<file path="src/hdl/kci_pkg.sv">
`default_nettype none
package kci_pkg;

  // divider geometry
  localparam int DIV_N_W  = 48;
  localparam int DIV_D_W  = 32;
  localparam int DIV_CNT_W = 6;
  localparam logic [DIV_CNT_W-1:0] DIV_LAST = 6'd47;

  // fixed point constants, Q16.16
  localparam logic [31:0] ONE_Q = 32'h0001_0000;
  localparam logic [31:0] FOV90 = 32'h005A_0000;
  localparam logic signed [33:0] DEG180 = 34'sd11796480;
  localparam logic [17:0] THREE_Q = 18'd196608;
  // floor(x/360) ~= (x*RECIP360) >> 22 for x < 2^18, at most one high
  localparam logic [13:0] RECIP360 = 14'd11651;
  localparam logic [8:0]  DEG360_INT = 9'd360;

  // item commands
  localparam logic [1:0] CMD_TICK    = 2'd0;
  localparam logic [1:0] CMD_ADD     = 2'd1;
  localparam logic [1:0] CMD_CLEAR   = 2'd2;
  localparam logic [1:0] CMD_RESTART = 2'd3;

  // config register indexes
  localparam logic [1:0] REG_ENABLE     = 2'd0;
  localparam logic [1:0] REG_LOOP_MODE  = 2'd1;
  localparam logic [1:0] REG_CYCLE_TIME = 2'd2;
  localparam logic [1:0] REG_SPEED      = 2'd3;

  // pose channels
  localparam logic [2:0] CH_PITCH = 3'd3;
  localparam logic [2:0] CH_ROLL  = 3'd5;
  localparam logic [2:0] CH_FOV   = 3'd6;

  // datapath operations
  localparam logic [4:0] OP_NONE      = 5'd0;
  localparam logic [4:0] OP_LOAD      = 5'd1;
  localparam logic [4:0] OP_ADD       = 5'd2;
  localparam logic [4:0] OP_CLEAR     = 5'd3;
  localparam logic [4:0] OP_RESTART   = 5'd4;
  localparam logic [4:0] OP_MUL       = 5'd5;
  localparam logic [4:0] OP_ACC       = 5'd6;
  localparam logic [4:0] OP_DIVT      = 5'd7;
  localparam logic [4:0] OP_TREM      = 5'd8;
  localparam logic [4:0] OP_CLAMP     = 5'd9;
  localparam logic [4:0] OP_RD0       = 5'd10;
  localparam logic [4:0] OP_POSE_KEY  = 5'd11;
  localparam logic [4:0] OP_SRCH_INIT = 5'd12;
  localparam logic [4:0] OP_RDNEXT    = 5'd13;
  localparam logic [4:0] OP_SRCH_INC  = 5'd14;
  localparam logic [4:0] OP_SETB      = 5'd15;
  localparam logic [4:0] OP_RDA       = 5'd16;
  localparam logic [4:0] OP_RDB       = 5'd17;
  localparam logic [4:0] OP_CAPB      = 5'd18;
  localparam logic [4:0] OP_SETUP     = 5'd19;
  localparam logic [4:0] OP_SDIRECT   = 5'd20;
  localparam logic [4:0] OP_DIVS      = 5'd21;
  localparam logic [4:0] OP_SQUO      = 5'd22;
  localparam logic [4:0] OP_SM1       = 5'd23;
  localparam logic [4:0] OP_SM2       = 5'd24;
  localparam logic [4:0] OP_CH_D      = 5'd25;
  localparam logic [4:0] OP_CH_Q      = 5'd26;
  localparam logic [4:0] OP_CH_W      = 5'd27;
  localparam logic [4:0] OP_CH_MUL    = 5'd28;
  localparam logic [4:0] OP_CH_WR     = 5'd29;

  typedef struct packed {
    logic [6:0][31:0] v;   // x, y, z, pitch, yaw, roll, fov
    logic [31:0]      t;
  } kci_key_t;

  typedef struct packed {
    logic [4:0] op;
  } kci_cmd_t;

  typedef struct packed {
    logic [1:0] item_cmd;
    logic       enable;
    logic       loop_mode;
    logic       div_fin;
    logic       n_zero;
    logic       n_one;
    logic       srch_end;
    logic       t_lt;
    logic       s_direct;
    logic       ch_last;
  } kci_stat_t;

endpackage
`default_nettype wire

</file>
<file path="src/hdl/kci_ctrl.sv">
`default_nettype none
module kci_ctrl import kci_pkg::*; (
  input  wire logic      clk,
  input  wire logic      rst,
  input  wire logic      start,
  input  wire kci_stat_t stat,
  output kci_cmd_t       ctl,
  output logic           busy,
  output logic           done
);

  localparam logic [4:0] S_IDLE     = 5'd0;
  localparam logic [4:0] S_DISPATCH = 5'd1;
  localparam logic [4:0] S_ACC      = 5'd2;
  localparam logic [4:0] S_TIME     = 5'd3;
  localparam logic [4:0] S_DIVT     = 5'd4;
  localparam logic [4:0] S_KEYS     = 5'd5;
  localparam logic [4:0] S_ONE      = 5'd6;
  localparam logic [4:0] S_SRD      = 5'd7;
  localparam logic [4:0] S_SCMP     = 5'd8;
  localparam logic [4:0] S_RDA      = 5'd9;
  localparam logic [4:0] S_RDB      = 5'd10;
  localparam logic [4:0] S_CAPB     = 5'd11;
  localparam logic [4:0] S_SETUP    = 5'd12;
  localparam logic [4:0] S_SDEC     = 5'd13;
  localparam logic [4:0] S_DIVS     = 5'd14;
  localparam logic [4:0] S_SM1      = 5'd15;
  localparam logic [4:0] S_SM2      = 5'd16;
  localparam logic [4:0] S_CH_D     = 5'd17;
  localparam logic [4:0] S_CH_Q     = 5'd18;
  localparam logic [4:0] S_CH_W     = 5'd19;
  localparam logic [4:0] S_CH_MUL   = 5'd20;
  localparam logic [4:0] S_CH_WR    = 5'd21;
  localparam logic [4:0] S_DONE     = 5'd22;

  logic [4:0] state, state_next;

  always_ff @(posedge clk) begin
    if (rst) begin
      state <= S_IDLE;
    end else begin
      state <= state_next;
    end
  end

  always_comb begin
    state_next = state;
    ctl.op     = OP_NONE;
    unique case (state)
      S_IDLE: if (start) begin
        ctl.op     = OP_LOAD;
        state_next = S_DISPATCH;
      end
      S_DISPATCH: begin
        state_next = S_DONE;
        unique case (stat.item_cmd)
          CMD_TICK: if (stat.enable) begin
            ctl.op     = OP_MUL;
            state_next = S_ACC;
          end
          CMD_ADD:     ctl.op = OP_ADD;
          CMD_CLEAR:   ctl.op = OP_CLEAR;
          CMD_RESTART: ctl.op = OP_RESTART;
        endcase
      end
      S_ACC: begin
        ctl.op     = OP_ACC;
        state_next = S_TIME;
      end
      S_TIME: if (stat.loop_mode) begin
        ctl.op     = OP_DIVT;
        state_next = S_DIVT;
      end else begin
        ctl.op     = OP_CLAMP;
        state_next = S_KEYS;
      end
      S_DIVT: if (stat.div_fin) begin
        ctl.op     = OP_TREM;
        state_next = S_KEYS;
      end
      S_KEYS: priority if (stat.n_zero) begin
        state_next = S_DONE;
      end else if (stat.n_one) begin
        ctl.op     = OP_RD0;
        state_next = S_ONE;
      end else begin
        ctl.op     = OP_SRCH_INIT;
        state_next = S_SRD;
      end
      S_ONE: begin
        ctl.op     = OP_POSE_KEY;
        state_next = S_DONE;
      end
      S_SRD: if (stat.srch_end) begin
        ctl.op     = OP_SETB;
        state_next = S_RDA;
      end else begin
        ctl.op     = OP_RDNEXT;
        state_next = S_SCMP;
      end
      S_SCMP: if (stat.t_lt) begin
        ctl.op     = OP_SETB;
        state_next = S_RDA;
      end else begin
        ctl.op     = OP_SRCH_INC;
        state_next = S_SRD;
      end
      S_RDA: begin
        ctl.op     = OP_RDA;
        state_next = S_RDB;
      end
      S_RDB: begin
        ctl.op     = OP_RDB;
        state_next = S_CAPB;
      end
      S_CAPB: begin
        ctl.op     = OP_CAPB;
        state_next = S_SETUP;
      end
      S_SETUP: begin
        ctl.op     = OP_SETUP;
        state_next = S_SDEC;
      end
      S_SDEC: if (stat.s_direct) begin
        ctl.op     = OP_SDIRECT;
        state_next = S_SM1;
      end else begin
        ctl.op     = OP_DIVS;
        state_next = S_DIVS;
      end
      S_DIVS: if (stat.div_fin) begin
        ctl.op     = OP_SQUO;
        state_next = S_SM1;
      end
      S_SM1: begin
        ctl.op     = OP_SM1;
        state_next = S_SM2;
      end
      S_SM2: begin
        ctl.op     = OP_SM2;
        state_next = S_CH_D;
      end
      S_CH_D: begin
        ctl.op     = OP_CH_D;
        state_next = S_CH_Q;
      end
      S_CH_Q: begin
        ctl.op     = OP_CH_Q;
        state_next = S_CH_W;
      end
      S_CH_W: begin
        ctl.op     = OP_CH_W;
        state_next = S_CH_MUL;
      end
      S_CH_MUL: begin
        ctl.op     = OP_CH_MUL;
        state_next = S_CH_WR;
      end
      S_CH_WR: begin
        ctl.op     = OP_CH_WR;
        state_next = stat.ch_last ? S_DONE : S_CH_D;
      end
      S_DONE: state_next = S_IDLE;
      default: state_next = S_IDLE;
    endcase
  end

  assign busy = state != S_IDLE;
  assign done = state == S_DONE;

endmodule
`default_nettype wire

</file>
<file path="config.mk">
export PLATFORM = sky130hd
export DESIGN_NAME = kci_ctrl
export DESIGN_NICKNAME = d
export VERILOG_FILES = /design/src/hdl/kci_pkg.sv /design/src/hdl/kci_ctrl.sv
export SDC_FILE = /design/constraint.sdc
export NUM_CORES = 1
export LEC_CHECK = 0
export BUFFER_PORTS_ARGS = -buffer_cell sky130_fd_sc_hd__buf_2
export CAP_MARGIN = 25
export CORE_MARGIN = 2
export CORE_UTILIZATION = 45
export DETAILED_ROUTE_END_ITERATION = 16
export MAX_ROUTING_LAYER = met4
export PLACE_DENSITY = 0.69
export SLEW_MARGIN = 30
export SYNTH_ARGS = -nofsm -noshare
export SYNTH_HDL_FRONTEND = slang
export SYNTH_SLANG_ARGS = --single-unit
export TNS_END_PERCENT = 30
</file>
<file path="constraint.sdc">
create_clock -name clk -period 2.4 [get_ports clk]
set_input_delay 0.12 -clock clk [delete_from_list [all_inputs] [get_ports clk]]
set_output_delay 0.12 -clock clk [all_outputs]
set_load 0.02 [all_outputs]
</file>
==> insert_results.sql <==
INSERT INTO impl_metrics (metric_group, metric, value, unit) VALUES
('worst_setup_path', 'crit_buf_inv', '1', ''),
('cells_and_area', 'largest_reg_flops', '5', ''),
('sta', 'final_max_slew_viol_count', '0', ''),
('global_routing', 'first_pass_grt_wire_length', '4333', 'um'),
('cells_and_area', 'fin_util', '53.22', '%'),
('clocking', 'cts_max_path_buffers', '2', ''),
('sta', 'grt_setup_unrepaired', 'false', ''),
('synthesis', 'ys_seq_elements', '5', ''),
('floorplan', 'pin_count', '21', ''),
('route', 'wl_met3', '174', 'um'),
('clocking', 'postCtsSetupRepairBufs', '0', ''),
('synthesis', 'post_synth_edffs', '0', ''),
('placed_design', 'place_ws', '0.5897', 'ns'),
('clocking', 'number_of_gates_resized_after_cts', '0', ''),
('worst_setup_path', 'worst_ep_arrival_time', '1.98', 'ns'),
('synthesis', 'netlist_area_pre_place', '909.6', 'sq um'),
('sta', 'finalCriticalPeriod', '2.102', 'ns'),
('cells_and_area', 'antennaDiodeCount', '0', ''),
('synthesis', 'yosys_warnings', '0', ''),
('route', 'routed_via_density', '6.056', ''),
('cells_and_area', 'syn_to_final_growth', '13.62', '%'),
('synthesis', 'netlist_instances', '135', ''),
('sta', 'fmaxAchievable', '475.6', 'MHz'),
('placed_design', 'globalplace.congestion', '0.8574', ''),
('route', 'via_count', '1084', ''),
('clocking', 'htree_levels', '1', ''),
('floorplan', 'die_area', '2397', 'sq um'),
('pwr', 'power.share.sequential', '18.8', '%'),
('worst_setup_path', 'worst_path_dominant_cell_family', 'flip-flops', ''),
('route', 'route.final.wire_length', '2560', 'um'),
('synthesis', 'synth.avg_cell_area', '6.738', 'sq um'),
('sta', 'final.setup.worst_slack', '0.2975', 'ns'),
('cells_and_area', 'layout_top_registers', 'state x5', ''),
('floorplan', 'dieHeight', '48.96', 'um'),
('cells_and_area', 'post-route-cell-area', '1033', 'sq um'),
('flow_run', 'drv.max_cap_violation_count', '0', ''),
('worst_hold_path', 'worst_hold_path_type', 'in2reg', ''),
('placed_design', 'numPortBuffers', '20', ''),
('synthesis', 'synth_seq_area_share', '11.00', '%'),
('sta', 'relSlewSlack', '52.39', '%'),
('pwr', 'power_frac_comb', '73.3', '%'),
('floorplan', 'core-area', '1942', 'sq um'),
('route', 'routed-wl-met2', '1225', 'um'),
('pwr', 'powerDensity', '1200', 'nW/um^2'),
('route', 'top_signal_layer_used', 'met3', ''),
('synthesis', 'async_reset_ff_share', '0', '%'),
('worst_setup_path', 'slowest_delay', '0.70', 'ns'),
('worst_setup_path', 'critical_path.cell_chain', 'xor2_1 > mux2i_1 > a221oi_1 > o22ai_1 > buf_2', ''),
('pwr', 'netSwitchingFraction', '55.22', '%'),
('clocking', 'cts_buffer_count', '3', ''),
('clocking', 'worstSkewPairLatency', '0.24', 'ns'),
('synthesis', 'synth_flop_cell', 'sky130_fd_sc_hd__dfxtp_1', ''),
('sta', 'finalSetupViolations', '0', ''),
('global_routing', 'grt_antenna_before_repair', '0', ''),
('synthesis', 'syn_nets', '153', ''),
('route', 'detail_route.wirelength.met1', '1159', 'um'),
('floorplan', 'rows', '16', ''),
('floorplan', 'initial_utilization', '46.84', '%'),
('status', 'status', 'completed', ''),
('placed_design', 'placement.cell_area', '1006', 'sq um'),
('synthesis', 'synth_cell_type_count', '43', ''),
('pwr', 'p_switching', '684.8', 'uW'),
('global_routing', 'vias_in_the_first_global_route', '972', ''),
('sta', 'hold_viol', '0', ''),
('clocking', 'holdBufCountCts', '0', ''),
('global_routing', 'grt_max_degree', '23', ''),
('pwr', 'irDropWorstVdd', '0.0005856', 'V'),
('global_routing', 'overflow', '0', ''),
('pwr', 'static-leakage-power', '0.4211', 'nW'),
('route', 'route.antenna.remaining_nets', '0', ''),
('cells_and_area', 'most_frequent_cells_in_the_layout', 'sky130_fd_sc_hd__buf_2 (20), sky130_fd_sc_hd__a21oi_1 (15), sky130_fd_sc_hd__o21ai_0 (13), sky130_fd_sc_hd__nor2_1 (12), sky130_fd_sc_hd__nand2_1 (12)', '');
path summary, 6_finish.rpt:
check	startpoint	cells past startpoint	slack, ns	to
worst max register to register	state[1]$_SDFFE_PP0P_	5	0.53	state[0]$_SDFFE_PP0P_
worst min-delay path	rst	2	0.09	state[2]$_SDFFE_PP0P_
worst max-delay path	state[1]$_SDFFE_PP0P_	5	0.30	ctl[0]
worst min register to register	state[2]$_SDFFE_PP0P_	2	0.67	state[0]$_SDFFE_PP0P_
layout make-up:
| cell class | instances | area, sq um |
|---|---|---|
| fillers | 218 | 908.4 |
| multi-input cells | 112 | 711.9 |
| repair buffers | 25 | 137.6 |
| flip-flops and latches | 5 | 100.1 |
| well taps | 27 | 33.78 |
| clock buffers | 3 | 22.52 |
| inverters | 6 | 22.52 |
| clock inverters | 1 | 5.005 |
metal layers:
layer  vias up  global-route usage, %
met5         -                      -
met4         0                  4.286
met3         0                  6.442
met2        46                  39.04
met1       499                  27.90
li1        539                      -
cells in the mapped netlist, types with 2 or more instances:
library cell	instances	area share, %
sky130_fd_sc_hd__a21oi_1	15	8.3
sky130_fd_sc_hd__a32oi_1	2	1.9
sky130_fd_sc_hd__and2b_1	2	1.7
sky130_fd_sc_hd__buf_2	6	3.3
sky130_fd_sc_hd__buf_4	2	1.7
sky130_fd_sc_hd__buf_6	2	2.5
sky130_fd_sc_hd__clkbuf_1	2	0.83
sky130_fd_sc_hd__dfxtp_1	5	11
sky130_fd_sc_hd__ha_1	4	5.5
sky130_fd_sc_hd__inv_1	6	2.5
sky130_fd_sc_hd__mux2i_1	5	5.5
sky130_fd_sc_hd__nand2_1	12	5.0
sky130_fd_sc_hd__nand2b_1	3	2.1
sky130_fd_sc_hd__nand3_1	2	1.1
sky130_fd_sc_hd__nand3b_1	3	2.5
sky130_fd_sc_hd__nor2_1	12	5.0
sky130_fd_sc_hd__nor2b_1	3	2.1
sky130_fd_sc_hd__nor3_1	5	2.8
sky130_fd_sc_hd__nor4_1	3	2.1
sky130_fd_sc_hd__o211ai_1	3	2.5
sky130_fd_sc_hd__o21a_1	2	1.7
sky130_fd_sc_hd__o21ai_0	13	7.2
sky130_fd_sc_hd__o32a_1	2	2.2
sky130_fd_sc_hd__or2_2	2	1.4
per-stage QoR:
step	cells	hold WS, ns
after detailed placement	175	0.3493
after CTS	179	0.08366
after global placement	175	0.3448
final	179	0.09017
after global routing	179	0.07509
after floorplan	135	0.1891
power groups by stage:
| stage | sequential [mW] | clock (mW) | combinational, mW |
|---|---|---|---|
| global route | 0.240 | 0.113 | 1.00 |
| detailed placement | 0.228 | 0 | 0.901 |
| finish | 0.234 | 0.0981 | 0.908 |
| CTS | 0.227 | 0.104 | 0.904 |
| floorplan | 0.134 | 0 | 0.797 |
| global placement | 0.228 | 0 | 0.886 |
cells by family (layout without fill, tap and decap cells):
kind of cell    after synthesis  after routing  synth area share (%)
compound gates               48             48                 34.80
mux                           5              5                 5.502
fa+ha+maj                     4              4                 5.502
xor+xnor                      1              1                0.9630
flops                         5              5                 11.00
simple gates                 54             54                 31.50
buf+inv                      18             35                 10.73
Power figures use the tool's default switching activity.
